**config.mk**
```make
export PLATFORM = sky130hd
export DESIGN_NAME = arm_thumb_instruction_class_decode_flat
export DESIGN_NICKNAME = d
export VERILOG_FILES = /design/src/hw/rtl/atcd_pkg.sv /design/src/hw/rtl/atcd_fetch_if.sv /design/src/hw/rtl/atcd_decode_if.sv /design/src/hw/rtl/atcd_classify.sv /design/src/hw/rtl/arm_thumb_instruction_class_decode.sv /design/src/flat_wrapper.sv
export SDC_FILE = /design/constraint.sdc
export NUM_CORES = 1
export LEC_CHECK = 0
export BUFFER_PORTS_ARGS = -buffer_cell sky130_fd_sc_hd__buf_2
export CORE_MARGIN = 1
export CORE_UTILIZATION = 58
export CTS_CLUSTER_DIAMETER = 150
export DETAILED_ROUTE_END_ITERATION = 12
export GPL_TIMING_DRIVEN = 0
export PLACE_DENSITY = 0.85
export SLEW_MARGIN = 20
export SYNTH_ARGS = -nofsm -noshare
export SYNTH_HDL_FRONTEND = slang
export SYNTH_HIERARCHICAL = 1
export SYNTH_SLANG_ARGS = --single-unit
```
**constraint.sdc**
```tcl
create_clock -name clk -period 5.4 [get_ports clk]
set_input_delay 1.08 -clock clk [delete_from_list [all_inputs] [get_ports clk]]
set_output_delay 1.08 -clock clk [all_outputs]
set_load 0.05 [all_outputs]
```
**src/hw/rtl/atcd_pkg.sv**
```systemverilog
// Shared definitions for the ARMv4T instruction class pre-decoder:
// field widths, class pattern tables, condition codes and the result type.
// No dependencies.
`default_nettype none

package atcd_pkg;

    localparam int WORD_W   = 32;
    localparam int HALF_W   = 16;
    localparam int FLAGS_W  = 4;
    localparam int COND_W   = 4;
    localparam int CLASS_W  = 5;

    localparam int THUMB_CLASS_COUNT = 19;
    localparam int ARM_CLASS_COUNT   = 13;

    // Flag bit positions within the NZCV field
    localparam int FLAG_N = 3;
    localparam int FLAG_Z = 2;
    localparam int FLAG_C = 1;
    localparam int FLAG_V = 0;

    // Thumb class patterns in priority order: masked halfword must equal value
    localparam logic [HALF_W-1:0] THUMB_MASK [THUMB_CLASS_COUNT] = '{
        16'hFF00, 16'hF800, 16'hF000, 16'hF000, 16'hF000,
        16'hFF00, 16'hF600, 16'hF000, 16'hF000, 16'hF000,
        16'hE000, 16'hF200, 16'hF200, 16'hF800, 16'hFC00,
        16'hFC00, 16'hE000, 16'hF800, 16'hE000
    };
    localparam logic [HALF_W-1:0] THUMB_VALUE [THUMB_CLASS_COUNT] = '{
        16'hDF00, 16'hE000, 16'hD000, 16'hC000, 16'hF000,
        16'hB000, 16'hB400, 16'h8000, 16'h9000, 16'hA000,
        16'h6000, 16'h5000, 16'h5200, 16'h4800, 16'h4400,
        16'h4000, 16'h2000, 16'h1800, 16'h0000
    };

    // ARM class patterns in priority order; condition bits are always masked off
    localparam logic [WORD_W-1:0] ARM_MASK [ARM_CLASS_COUNT] = '{
        32'h0FFF_FFF0, 32'h0E00_0000, 32'h0E00_0000, 32'h0F00_0000,
        32'h0E00_0010, 32'h0C00_0000, 32'h0F80_0FF0, 32'h0F00_00F0,
        32'h0E40_0F90, 32'h0E40_0090, 32'h0FBF_0000, 32'h0DB0_F000,
        32'h0C00_0000
    };
    localparam logic [WORD_W-1:0] ARM_VALUE [ARM_CLASS_COUNT] = '{
        32'h012F_FF10, 32'h0800_0000, 32'h0A00_0000, 32'h0F00_0000,
        32'h0600_0010, 32'h0400_0000, 32'h0100_0090, 32'h0000_0090,
        32'h0000_0090, 32'h0040_0090, 32'h010F_0000, 32'h0120_F000,
        32'h0000_0000
    };

    typedef enum logic [COND_W-1:0] {
        COND_EQ = 4'h0,
        COND_NE = 4'h1,
        COND_CS = 4'h2,
        COND_CC = 4'h3,
        COND_MI = 4'h4,
        COND_PL = 4'h5,
        COND_VS = 4'h6,
        COND_VC = 4'h7,
        COND_HI = 4'h8,
        COND_LS = 4'h9,
        COND_GE = 4'hA,
        COND_LT = 4'hB,
        COND_GT = 4'hC,
        COND_LE = 4'hD,
        COND_AL = 4'hE,
        COND_NV = 4'hF
    } cond_t;

    typedef struct packed {
        logic [CLASS_W-1:0] instruction_class;
        logic               condition_passed;
    } result_t;

endpackage

`default_nettype wire

```
**src/hw/rtl/atcd_fetch_if.sv**
```systemverilog
// Valid/ready channel carrying one instruction transaction into the decoder.
// Depends on atcd_pkg for field widths.
`default_nettype none

interface atcd_fetch_if;
    logic                            valid;
    logic                            ready;
    logic [atcd_pkg::WORD_W-1:0]     instruction_word;
    logic                            thumb_mode;
    logic [atcd_pkg::FLAGS_W-1:0]    flags_nzcv;
    logic [atcd_pkg::COND_W-1:0]     exec_cond;

    modport source (
        output valid, instruction_word, thumb_mode, flags_nzcv, exec_cond,
        input  ready
    );
    modport sink (
        input  valid, instruction_word, thumb_mode, flags_nzcv, exec_cond,
        output ready
    );
endinterface

`default_nettype wire

```
**src/hw/rtl/atcd_decode_if.sv**
```systemverilog
// Valid/ready channel carrying one decode result transaction out of the decoder.
// Depends on atcd_pkg for field widths.
`default_nettype none

interface atcd_decode_if;
    logic                            valid;
    logic                            ready;
    logic [atcd_pkg::CLASS_W-1:0]    instruction_class;
    logic                            condition_passed;

    modport source (
        output valid, instruction_class, condition_passed,
        input  ready
    );
    modport sink (
        input  valid, instruction_class, condition_passed,
        output ready
    );
endinterface

`default_nettype wire

```
**src/hw/rtl/atcd_classify.sv**
```systemverilog
// Combinational class match and condition evaluation for one instruction.
// Depends on atcd_pkg (pattern tables, condition codes, result type).
`default_nettype none

module atcd_classify (
    input  wire logic [atcd_pkg::WORD_W-1:0]  instruction_word,
    input  wire logic                         thumb_mode,
    input  wire logic [atcd_pkg::FLAGS_W-1:0] flags_nzcv,
    input  wire logic [atcd_pkg::COND_W-1:0]  exec_cond,
    output atcd_pkg::result_t                 result
);

    logic [atcd_pkg::HALF_W-1:0]  half;
    logic [atcd_pkg::CLASS_W-1:0] thumb_class;
    logic [atcd_pkg::CLASS_W-1:0] arm_class;
    logic                         n, z, c, v;
    logic                         passed;

    assign half = instruction_word[atcd_pkg::HALF_W-1:0];

    // Walk from lowest priority upwards so the first match in table order wins
    always_comb
    begin
        thumb_class = atcd_pkg::CLASS_W'(atcd_pkg::THUMB_CLASS_COUNT);
        for (int i = atcd_pkg::THUMB_CLASS_COUNT - 1; i >= 0; i--)
        begin
            if ((half & atcd_pkg::THUMB_MASK[i]) == atcd_pkg::THUMB_VALUE[i])
            begin
                thumb_class = atcd_pkg::CLASS_W'(i);
            end
        end
    end

    always_comb
    begin
        arm_class = atcd_pkg::CLASS_W'(atcd_pkg::ARM_CLASS_COUNT);
        for (int i = atcd_pkg::ARM_CLASS_COUNT - 1; i >= 0; i--)
        begin
            if ((instruction_word & atcd_pkg::ARM_MASK[i]) == atcd_pkg::ARM_VALUE[i])
            begin
                arm_class = atcd_pkg::CLASS_W'(i);
            end
        end
    end

    assign n = flags_nzcv[atcd_pkg::FLAG_N];
    assign z = flags_nzcv[atcd_pkg::FLAG_Z];
    assign c = flags_nzcv[atcd_pkg::FLAG_C];
    assign v = flags_nzcv[atcd_pkg::FLAG_V];

    always_comb
    begin
        unique case (atcd_pkg::cond_t'(exec_cond))
            atcd_pkg::COND_EQ: passed = z;
            atcd_pkg::COND_NE: passed = !z;
            atcd_pkg::COND_CS: passed = c;
            atcd_pkg::COND_CC: passed = !c;
            atcd_pkg::COND_MI: passed = n;
            atcd_pkg::COND_PL: passed = !n;
            atcd_pkg::COND_VS: passed = v;
            atcd_pkg::COND_VC: passed = !v;
            atcd_pkg::COND_HI: passed = c && !z;
            atcd_pkg::COND_LS: passed = !c || z;
            atcd_pkg::COND_GE: passed = (n == v);
            atcd_pkg::COND_LT: passed = (n != v);
            atcd_pkg::COND_GT: passed = !z && (n == v);
            atcd_pkg::COND_LE: passed = z || (n != v);
            atcd_pkg::COND_AL: passed = 1'b1;
            default:           passed = 1'b0;
        endcase
    end

    assign result.instruction_class = thumb_mode ? thumb_class : arm_class;
    assign result.condition_passed  = passed;

endmodule

`default_nettype wire

```
**src/hw/rtl/arm_thumb_instruction_class_decode.sv**
```systemverilog
// An accepted fetch transaction is registered in the input stage, then its decode in the result register.
// Throughput: one transaction per cycle; both stages advance together whenever
// the result register is empty or being drained in the same cycle.
// Reset: rst_n clears both stage valid flags; payload registers are not reset.
// Depends on atcd_pkg, atcd_fetch_if, atcd_decode_if and atcd_classify.
`default_nettype none

module arm_thumb_instruction_class_decode (
    input  wire logic      clk,
    input  wire logic      rst_n,
    atcd_fetch_if.sink     fetch,
    atcd_decode_if.source  decode
);

    // Input stage: captured transaction
    logic                            in_valid_reg;
    logic [atcd_pkg::WORD_W-1:0]     in_word_reg;
    logic                            in_thumb_reg;
    logic [atcd_pkg::FLAGS_W-1:0]    in_flags_reg;
    logic [atcd_pkg::COND_W-1:0]     in_cond_reg;

    // Result stage
    logic                            res_valid_reg;
    atcd_pkg::result_t               res_reg;
    atcd_pkg::result_t               res_next;

    logic                            res_ready;
    logic                            in_ready;

    // The result stage can take a new entry when empty or when its entry
    // leaves this cycle; the input stage likewise when it can hand on.
    assign res_ready = !res_valid_reg || decode.ready;
    assign in_ready  = !in_valid_reg || res_ready;

    assign fetch.ready = in_ready;

    // Classify the captured instruction between the two registers
    atcd_classify u_classify (
        .instruction_word (in_word_reg),
        .thumb_mode       (in_thumb_reg),
        .flags_nzcv       (in_flags_reg),
        .exec_cond        (in_cond_reg),
        .result           (res_next)
    );

    // Control: valid flags for both stages
    always_ff @(posedge clk or negedge rst_n)
    begin
        if (!rst_n)
        begin
            in_valid_reg  <= 1'b0;
            res_valid_reg <= 1'b0;
        end
        else
        begin
            if (in_ready)
            begin
                in_valid_reg <= fetch.valid;
            end
            if (res_ready)
            begin
                res_valid_reg <= in_valid_reg;
            end
        end
    end

    // Payload: capture on advance, hold while stalled
    always_ff @(posedge clk)
    begin
        if (in_ready && fetch.valid)
        begin
            in_word_reg  <= fetch.instruction_word;
            in_thumb_reg <= fetch.thumb_mode;
            in_flags_reg <= fetch.flags_nzcv;
            in_cond_reg  <= fetch.exec_cond;
        end
        if (res_ready && in_valid_reg)
        begin
            res_reg <= res_next;
        end
    end

    assign decode.valid             = res_valid_reg;
    assign decode.instruction_class = res_reg.instruction_class;
    assign decode.condition_passed  = res_reg.condition_passed;

    // An accepted transaction always lands in the input stage
    a_capture: assert property (@(posedge clk) disable iff (!rst_n)
        fetch.valid && fetch.ready |=> in_valid_reg)
        else $error("accepted fetch transaction not captured");

    // A transaction handed on appears in the result register with its decode
    a_advance: assert property (@(posedge clk) disable iff (!rst_n)
        in_valid_reg && res_ready |=> res_valid_reg && (res_reg == $past(res_next)))
        else $error("decode result lost or altered on advance");

    // An empty result stage never stalls the input side
    a_no_stall: assert property (@(posedge clk) disable iff (!rst_n)
        !res_valid_reg |-> fetch.ready)
        else $error("input stalled with empty result stage");

    // ARM words never decode beyond the ARM unimplemented class
    a_arm_range: assert property (@(posedge clk) disable iff (!rst_n)
        in_valid_reg && !in_thumb_reg |->
            res_next.instruction_class <= atcd_pkg::CLASS_W'(atcd_pkg::ARM_CLASS_COUNT))
        else $error("ARM class out of range");

    // The never condition must not pass
    a_never: assert property (@(posedge clk) disable iff (!rst_n)
        in_valid_reg && (in_cond_reg == atcd_pkg::COND_NV) |-> !res_next.condition_passed)
        else $error("never condition passed");

endmodule

`default_nettype wire

```
**src/flat_wrapper.sv**
```systemverilog
// flat-port wrapper written by rule: the top's interface ports become plain ports
module arm_thumb_instruction_class_decode_flat 
  (clk, rst_n, fetch_valid, fetch_instruction_word, fetch_thumb_mode, fetch_flags_nzcv, fetch_exec_cond, fetch_ready, decode_valid, decode_instruction_class, decode_condition_passed, decode_ready);
  atcd_fetch_if fetch_i ();
  atcd_decode_if decode_i ();
  input  wire logic clk;
  input  wire logic rst_n;
  input wire logic [$bits(fetch_i.valid)-1:0] fetch_valid;
  input wire logic [$bits(fetch_i.instruction_word)-1:0] fetch_instruction_word;
  input wire logic [$bits(fetch_i.thumb_mode)-1:0] fetch_thumb_mode;
  input wire logic [$bits(fetch_i.flags_nzcv)-1:0] fetch_flags_nzcv;
  input wire logic [$bits(fetch_i.exec_cond)-1:0] fetch_exec_cond;
  output wire logic [$bits(fetch_i.ready)-1:0] fetch_ready;
  output wire logic [$bits(decode_i.valid)-1:0] decode_valid;
  output wire logic [$bits(decode_i.instruction_class)-1:0] decode_instruction_class;
  output wire logic [$bits(decode_i.condition_passed)-1:0] decode_condition_passed;
  input wire logic [$bits(decode_i.ready)-1:0] decode_ready;
  assign fetch_i.valid = fetch_valid;
  assign fetch_i.instruction_word = fetch_instruction_word;
  assign fetch_i.thumb_mode = fetch_thumb_mode;
  assign fetch_i.flags_nzcv = fetch_flags_nzcv;
  assign fetch_i.exec_cond = fetch_exec_cond;
  assign fetch_ready = fetch_i.ready;
  assign decode_valid = decode_i.valid;
  assign decode_instruction_class = decode_i.instruction_class;
  assign decode_condition_passed = decode_i.condition_passed;
  assign decode_i.ready = decode_ready;
  arm_thumb_instruction_class_decode u_core (.clk(clk), .rst_n(rst_n), .fetch(fetch_i), .decode(decode_i));
endmodule
```
---- After elaboration in Yosys (flattened, before gate mapping) ----
Cells that the tools add are included.
word-level totals
  output and inout port bits .............. 8
  flip-flop bits (word level) ............. 45
  word-level logic and storage cells ...... 105
cells by class
  equality and inequality tests ........... 46
  mux-type cells .......................... 34
  reduce and logical (&&, ||, !) cells .... 17
operator list
  kind                    number
  $mux W5                 19
  $eq A4 B4 Y1 const B    14
  $logic_not A32 Y1       1
  $mux W4                 8
  $eq A24 B21 Y1 const B  1
  $eq A4 B3 Y1 const B    5
  $eq A8 B8 Y1 const B    2
  $logic_not A16 Y1       1
  $eq A5 B4 Y1 const B    3
  $pmux W1 S15            1
  $eq A13 B10 Y1 const B  1
  $eq A6 B5 Y1 const B    2
  $mux W3                 4
  $eq A11 B8 Y1 const B   1
  $eq A10 B2 Y1 const B   1
  $eq A10 B8 Y1 const B   1
  $eq A4 B2 Y1 const B    2
  $eq A8 B4 Y1 const B    1
  $eq A3 B3 Y1 const B    2
  $eq A6 B3 Y1 const B    1
  $eq A6 B6 Y1 const B    1
  $logic_not A1 Y1        6
  $eq A5 B2 Y1 const B    1
  $eq A5 B5 Y1 const B    1
  10 further kinds        17

---- Logic depth before layout (Yosys ltp) ----
Gate-level depths: netlist (run 1).
  depth in word-level cells ............... 21
  gate-level depth with buffers ........... 7

---- Modules after synthesis ----
The synthesis (run 1) kept the hierarchy.
modules (own cells, without submodules)
  module                              area an instance (um^2)  times used  cells an instance
  arm_thumb_instruction_class_decode  1515.2                   1           55
  atcd_classify                       755.7                    1           128

---- Least setup slack after synthesis (run 1) ----
No wires, ideal clock.
  path kind ............................... input to output
  start ................................... in decode_ready
  end ..................................... out fetch_ready
  slack ................................... 2.996 ns
  stages on the path ...................... 1
  data required time ...................... 4.320 ns
  arrival ................................. 1.324 ns
  cells stage by stage .................... nand3b_4
between the ends
  cells in the longest elaborated chain, start to end .. 2
ends and longest elaborated chain
  element             RTL line                                  text
  start: declaration  flat_wrapper.sv:17                        input wire logic [$bits(decode_i.ready)-1:0] decode_ready;
  $logic_or A1 B1 Y1  arm_thumb_instruction_class_decode.sv:32  assign res_ready = !res_valid_reg || decode.ready;
  $logic_or A1 B1 Y1  arm_thumb_instruction_class_decode.sv:33  assign in_ready = !in_valid_reg || res_ready;
  end: declaration    flat_wrapper.sv:13                        output wire logic [$bits(fetch_i.ready)-1:0] fetch_ready;
No other way between the ends.

---- Worst setup path in the final report (run 1) ----
Ends and elaborated chain as after synthesis.

==> results_tabular.tex, run 1 <==
\begin{tabular}{lr}
\hline
Metric & Value \\
\hline
\multicolumn{2}{l}{\textbf{Synthesis}} \\
Mapped Avg Cell Area & 11.6 µm² \\
Netlist area before placement & 2030 µm² \\
Synthesized netlist cell count & 175 \\
Net count after synthesis & 220 \\
Yosys warnings & 6 \\
\multicolumn{2}{l}{\textbf{Floorplanning}} \\
Die X & 61.2 µm \\
Area of the die & 3740 µm² \\
Number of primary I/O pins & 53 \\
Core area & 3340 µm² \\
Initial Utilization & 0.609 \\
Cell row count & 21 \\
Die H & 61.2 µm \\
\multicolumn{2}{l}{\textbf{Place}} \\
IO buf count & 44 \\
Half-perimeter wire length after placement & 2.66 mm \\
Placed instance area & 2310 µm² \\
Final Wtd Congestion & 0.863 \\
Pre-CTS setup slack & 2770 ps \\
\multicolumn{2}{l}{\textbf{Timing}} \\
Worst-case headroom to the max-slew limit & 0.484 \\
Post-route setup slack & 2760 ps \\
Least-Margin Pin Slew & 768 ps \\
Pins Over Slew Limit & 0 \\
Clock tree skew after final layout & 12.4 ps \\
Final Hold Fails & 0 \\
RSZ-0062 raised after global routing & no \\
Total Neg Setup Slack & 0 ps \\
Highest clock frequency the design can meet & 379 MHz \\
Setup-violating endpoint count in the final report & 0 \\
Fin crit period & 2640 ps \\
Period utilization & 0.488 \\
\multicolumn{2}{l}{\textbf{Global routing}} \\
Pin count of the biggest net entering global routing & 34 \\
Via count of the first global-routing pass & 1348 \\
Remaining global-route overflow & 0 \\
Total GRT Usage & 0.222 \\
Wire length of the first global-routing pass & 5.83 mm \\
Initial antenna violation count & 0 \\
\multicolumn{2}{l}{\textbf{Hold path}} \\
Hold WC Path Type & primary input to async pin \\
\multicolumn{2}{l}{\textbf{Detailed routing}} \\
Routed len/inst & 13.7 µm \\
Final WL & 3.75 mm \\
1st-iter DRT viols & 96 \\
Final routed DRC violation total & 0 \\
Number of nets with antenna violations after routing & 0 \\
Via/cell ratio & 5.86 \\
Drt pass-1 iters & 4 \\
Total via count after detailed routing & 1599 \\
\multicolumn{2}{l}{\textbf{Worst setup path}} \\
Number of cell instances on the worst register-to-register path & 5 \\
Setup crit start kind & primary input \\
Critical Path Start & decode\_ready \\
Required arrival time at the worst endpoint & 4320 ps \\
Critical Path Fanout Max & 3 \\
WP data arrival & 1560 ps \\
Critical path start-end classification & primary input to output port \\
Reg-to-reg setup timing slack & 3340 ps \\
Destination of the worst register-to-register timing path & u\_core/decode.instruction\_class[2] \\
Worst reg2reg startpoint & u\_core/in\_word\_reg[27] \\
Type of element capturing the critical path & output port \\
\multicolumn{2}{l}{\textbf{Cells and area}} \\
Final layout net count & 271 \\
Max reg flops & 24 \\
Top library cells by usage in the layout, fill and taps aside & sky130\_fd\_sc\_hd\_\_buf\_2, sky130\_fd\_sc\_hd\_\_edfxtp\_1, sky130\_fd\_sc\_hd\_\_nand2\_1 \\
Number of antenna repair diodes & 0 \\
Fill cell count & 260 \\
Layout cells sized above 1 & 0.256 \\
Leading cell type in the layout, fill and taps excluded & sky130\_fd\_sc\_hd\_\_buf\_2 \\
Synth-to-layout area growth & 16.5\% \\
Total non-filler cell area in the finished layout & 2360 µm² \\
\multicolumn{2}{l}{\textbf{Clock network}} \\
Worst skew pair latency & 350 ps \\
H-tree depth & 2 \\
Clock Sinks & 41 \\
Hold-fix buffers, CTS & 0 \\
Count of buffers added by post-CTS timing repair for setup & 0 \\
Post-CTS sizing & 0 \\
Reg clk slew, reported paths & 120 ps \\
TritonCTS clock tree & built \\
Clock tree root buffer cell & sky130\_fd\_sc\_hd\_\_clkbuf\_4 \\
TritonCTS Buffers & 5 \\
Clock buffer depth & 2 \\
\multicolumn{2}{l}{\textbf{Pwr}} \\
Worst-case vdd ir drop & 0.195 mV \\
Total power density per cell area & 273 nW/µm² \\
Standby leakage power & 0.871 nW \\
\multicolumn{2}{l}{\textbf{Run}} \\
Number of maximum-capacitance constraint violations & 0 \\
\multicolumn{2}{l}{\textbf{Status}} \\
Outcome & complete, no violations \\
\hline
\end{tabular}
final cells by class:
class | instances | area, µm² | share of cell area
plain buffers | 8 | 33.8 | 0.0143
clock buffers | 6 | 41.3 | 0.0175
clock inverters | 2 | 15.0 | 0.00635
inverters | 4 | 15.0 | 0.00635
multi-input cells | 122 | 761 | 0.322
flip-flops and latches | 41 | 1220 | 0.516
well taps | 46 | 57.6 | 0.0243
repair buffers | 44 | 220 | 0.0931
report_power, final:
| part | switching (mW) | total, mW | internal [mW] | leakage [nW] |
|---|---|---|---|---|
| registers | 0.0166 | 0.392 | 0.376 | 0.397 |
| logic | 0.0634 | 0.102 | 0.0389 | 0.450 |
| clock network | 0.0999 | 0.151 | 0.0508 | 0.0245 |
metal layers:
| metal | share of wire | GRT usage | vias up | wire, µm |
|---|---|---|---|---|
| li1 | - | - | 777 | - |
| met1 | 0.42 | 0.295 | 724 | 1570 |
| met2 | 0.48 | 0.339 | 89 | 1800 |
| met3 | 0.081 | 0.0567 | 9 | 304 |
| met4 | 0.021 | 0.114 | 0 | 77 |
| met5 | 0 | 0 | - | 0 |
metrics by stage:
| stage | hold WS [ps] | util | power, mW | std cells |
|---|---|---|---|---|
| 2_1_floorplan | 511 | - | 0.468 | 175 |
| 3_3_place_gp | 530 | 0.692 | 0.498 | 265 |
| 3_5_place_dp | 528 | 0.692 | 0.501 | 265 |
| 4_1_cts | 472 | 0.709 | 0.651 | 273 |
| 5_1_grt | 470 | 0.709 | 0.675 | 273 |
| 6_report | 483 | 0.709 | 0.645 | 273 |
how the worst max path moves through the flow:
stage          depth (start not counted)  slack [ps]     endpoint
6_report                               3        2760  fetch_ready
5_1_grt                                3        2740  fetch_ready
4_1_cts                                3        2760  fetch_ready
3_5_place_dp                           3        2770  fetch_ready
3_3_place_gp                           3        2770  fetch_ready
2_1_floorplan                          1        3000  fetch_ready
critical path, cell delays in order:
cell                       delay [ps]
sky130_fd_sc_hd__buf_2             90
sky130_fd_sc_hd__nand3b_4         130
sky130_fd_sc_hd__buf_2            260
(Power assumes the default switching activity.)
==> inputs of run 2 (changes only) <==
- CORE_UTILIZATION: 58 -> 53
- PLACE_DENSITY: 0.85 -> 0.79
- clock period: 5.4 -> 2.45 ns (I/O delays scaled with it)
==> run 2 against run 1 <==
  * Register-to-register slack worse by 2900 ps
  * Die area rose by 9.1%
  * Setup slack got worse by 2400 ps
  * Core utilization down 4.3 points
  * Combinational power grew 120%
  * Clock skew shrank 3.5 ps
  * Global-route usage decreased by 2.9 points
  * Critical path depth grew 2
  * Critical endpoint is now u_core/decode.instruction_class[2]
==> results_tabular.tex, run 2 (synthesis gave the netlist of run 1 again) <==
\begin{tabular}{lr}
\hline
Metric & Value \\
\hline
\multicolumn{2}{l}{\textbf{Place}} \\
Final Wtd Congestion & 0.932 (was 0.863) \\
IO buf count & 44 (unchanged) \\
Placed instance area & 2310 µm² (about the same) \\
Half-perimeter wire length after placement & 2.65 mm (was 2.66 mm) \\
Placed cells & 267 (was 265) \\
Pre-CTS setup slack & 414 ps (was 2770 ps) \\
\multicolumn{2}{l}{\textbf{Cells and area}} \\
Layout cells sized above 1 & 0.254 (was 0.256) \\
Synth-to-layout area growth & 20.0\% (was 16.5\%) \\
Final layout net count & 272 (was 271) \\
Number of antenna repair diodes & 0 (unchanged) \\
Max reg flops & 24 (unchanged) \\
Leading cell type in the layout, fill and taps excluded & sky130\_fd\_sc\_hd\_\_buf\_2 (unchanged) \\
Top library cells by usage in the layout, fill and taps aside & sky130\_fd\_sc\_hd\_\_buf\_2, sky130\_fd\_sc\_hd\_\_edfxtp\_1, sky130\_fd\_sc\_hd\_\_nand2\_1 (unchanged) \\
Post-route non-filler standard cell count & 276 (was 273) \\
Total non-filler cell area in the finished layout & 2440 µm² (was 2360 µm²) \\
Fill cell count & 280 (was 260) \\
\multicolumn{2}{l}{\textbf{Worst setup path}} \\
Required arrival time at the worst endpoint & 2500 ps (was 4320 ps) \\
Delay-heaviest family, CP & simple AND/OR/NAND/NOR gates (was buffers and inverters) \\
Type of element capturing the critical path & flip-flop (was output port) \\
Setup crit start kind & flip-flop (was primary input) \\
Cell occurring most often along the worst timing path & sky130\_fd\_sc\_hd\_\_or3\_1 (was sky130\_fd\_sc\_hd\_\_buf\_2) \\
Buf/Inv on CP & 0 (was 2) \\
Crit path cell chain & or3\_1 > or3\_1 > o22ai\_1 > o21ai\_1 > a31o\_1 (was buf\_2 > nand3b\_4 > buf\_2) \\
Critical Path Fanout Max & 8 (was 3) \\
Total stage count of the critical path & 5 (was 3) \\
Number of cell instances on the worst register-to-register path & 5 (unchanged) \\
Critical path's slowest cell & sky130\_fd\_sc\_hd\_\_edfxtp\_1 (was sky130\_fd\_sc\_hd\_\_buf\_2) \\
Largest incremental delay on the critical path & 500 ps (was 260 ps) \\
Critical path start-end classification & flip-flop to flip-flop (was primary input to output port) \\
WP data arrival & 2090 ps (was 1560 ps) \\
\multicolumn{2}{l}{\textbf{Clock network}} \\
Hold-fix buffers, CTS & 1 (was 0) \\
Count of buffers added by post-CTS timing repair for setup & 0 (unchanged) \\
TritonCTS Buffers & 5 (unchanged) \\
Reg clk slew, reported paths & 80 ps (was 120 ps) \\
TritonCTS clock tree & built (unchanged) \\
Post-CTS sizing & 0 (unchanged) \\
Clock tree root buffer cell & sky130\_fd\_sc\_hd\_\_clkbuf\_8 (was sky130\_fd\_sc\_hd\_\_clkbuf\_4) \\
H-tree depth & 2 (unchanged) \\
Worst skew pair latency & 290 ps (was 350 ps) \\
Clock Sinks & 41 (unchanged) \\
Clock buffer depth & 2 (unchanged) \\
\multicolumn{2}{l}{\textbf{Floorplanning}} \\
Die H & 63.9 µm (was 61.2 µm) \\
Initial Utilization & 0.555 (was 0.609) \\
Die X & 63.9 µm (was 61.2 µm) \\
Cell row count & 22 (was 21) \\
Core area & 3660 µm² (was 3340 µm²) \\
Area of the die & 4080 µm² (was 3740 µm²) \\
Number of primary I/O pins & 53 (unchanged) \\
\multicolumn{2}{l}{\textbf{Global routing}} \\
Remaining global-route overflow & 0 (unchanged) \\
Wire length of the first global-routing pass & 5.85 mm (was 5.83 mm) \\
Initial antenna violation count & 0 (unchanged) \\
Pin count of the biggest net entering global routing & 34 (unchanged) \\
Via count of the first global-routing pass & 1318 (was 1348) \\
Total GRT Usage & 0.193 (was 0.222) \\
\multicolumn{2}{l}{\textbf{Run}} \\
Number of maximum-capacitance constraint violations & 0 (unchanged) \\
\multicolumn{2}{l}{\textbf{Detailed routing}} \\
Total via count after detailed routing & 1555 (was 1599) \\
Number of nets with antenna violations after routing & 0 (unchanged) \\
Via/cell ratio & 5.63 (was 5.86) \\
Final WL & 3.63 mm (was 3.75 mm) \\
Drt pass-1 iters & 6 (was 4) \\
Final routed DRC violation total & 0 (unchanged) \\
Routed len/inst & 13.2 µm (was 13.7 µm) \\
1st-iter DRT viols & 104 (was 96) \\
\multicolumn{2}{l}{\textbf{Timing}} \\
Pins Over Slew Limit & 0 (unchanged) \\
Total Neg Setup Slack & 0 ps (unchanged) \\
Least-Margin Pin Slew & 725 ps (was 768 ps) \\
Period utilization & 0.832 \\
Final Hold Fails & 0 (unchanged) \\
Post-route setup slack & 411 ps (was 2760 ps) \\
Highest clock frequency the design can meet & 490 MHz \\
Clock tree skew after final layout & 8.93 ps (was 12.4 ps) \\
Fin crit period & 2040 ps \\
Setup-violating endpoint count in the final report & 0 (unchanged) \\
RSZ-0062 raised after global routing & no (unchanged) \\
Worst-case headroom to the max-slew limit & 0.513 (was 0.484) \\
\multicolumn{2}{l}{\textbf{Hold path}} \\
Count of cells along the worst hold path & 1 \\
Hold WC Path Type & primary input to flip-flop (was primary input to async pin) \\
\multicolumn{2}{l}{\textbf{Pwr}} \\
Power, Total & 1.64 mW (was 0.645 mW) \\
Total power density per cell area & 671 nW/µm² (was 273 nW/µm²) \\
Standby leakage power & 0.909 nW (was 0.871 nW) \\
Worst-case vdd ir drop & 0.520 mV (was 0.195 mV) \\
\multicolumn{2}{l}{\textbf{Status}} \\
Outcome & complete, no violations (unchanged) \\
\hline
\end{tabular}
## run 2: cell types whose count changed in the layout (fill, tap and decap cells not counted), sizes merged
cell         before  now
bufinv            0    1
clkbuf           13   14
clkinvlp          2    0
dlygate4sd3       0    1
## run 2: routing by layer
layer / track usage / vias up / part of all wire
li1: - / 783 / -
met1: 0.243 / 704 / 0.45
met2: 0.318 / 62 / 0.48
met3: 0.0482 / 6 / 0.060
met4: 0.0767 / 0 / 0.014
met5: 0 / - / 0
## run 2: power by group
part | switching, mW | total [mW] | internal, mW
registers | 0.0372 | 0.866 | 0.829
logic | 0.138 | 0.225 | 0.0867
clock network | 0.212 | 0.544 | 0.332
total | 0.388 | 1.64 | 1.25
## run 2: layout make-up
| cell class | instances | area [µm²] | area share |
|---|---|---|---|
| buffer | 8 | 33.8 | 0.0139 |
| clock buffer | 7 | 86.3 | 0.0354 |
| clock inverter | 1 | 30.0 | 0.0123 |
| inverter | 4 | 15.0 | 0.00616 |
| multi-input combinational | 122 | 761 | 0.312 |
| sequential | 41 | 1220 | 0.501 |
| tap | 48 | 60.1 | 0.0246 |
| timing repair buffer | 45 | 230 | 0.0945 |
## run 2: stage by stage
step                      utilization  hold WS (ps)
after detailed placement        0.631           278
after global placement          0.631           276
after global routing            0.666           351
final                           0.666           367
after CTS                       0.666           358
after floorplan                     -           194
## run 2: worst paths after layout
check / start / to / slack (ps)
max in group asynchronous: rst_n / u_core/in_valid_reg / 1850
setup reg to reg: u_core/in_word_reg[27] / u_core/decode.instruction_class[2] / 410
hold reg to reg: u_core/in_valid_reg / u_core/decode.valid / 560
setup / recovery: u_core/in_word_reg[27] / u_core/decode.instruction_class[2] / 410
min in group asynchronous: rst_n / u_core/decode.valid / 510
hold / removal: fetch_instruction_word[12] / u_core/in_word_reg[12] / 370
## run 2: worst register-to-register path, stage by stage (launching register included)
cell	delay, ps
sky130_fd_sc_hd__edfxtp_1	500
sky130_fd_sc_hd__or3_1	440
sky130_fd_sc_hd__or3_1	410
sky130_fd_sc_hd__o22ai_1	160
sky130_fd_sc_hd__o21ai_1	80
sky130_fd_sc_hd__a31o_1	220
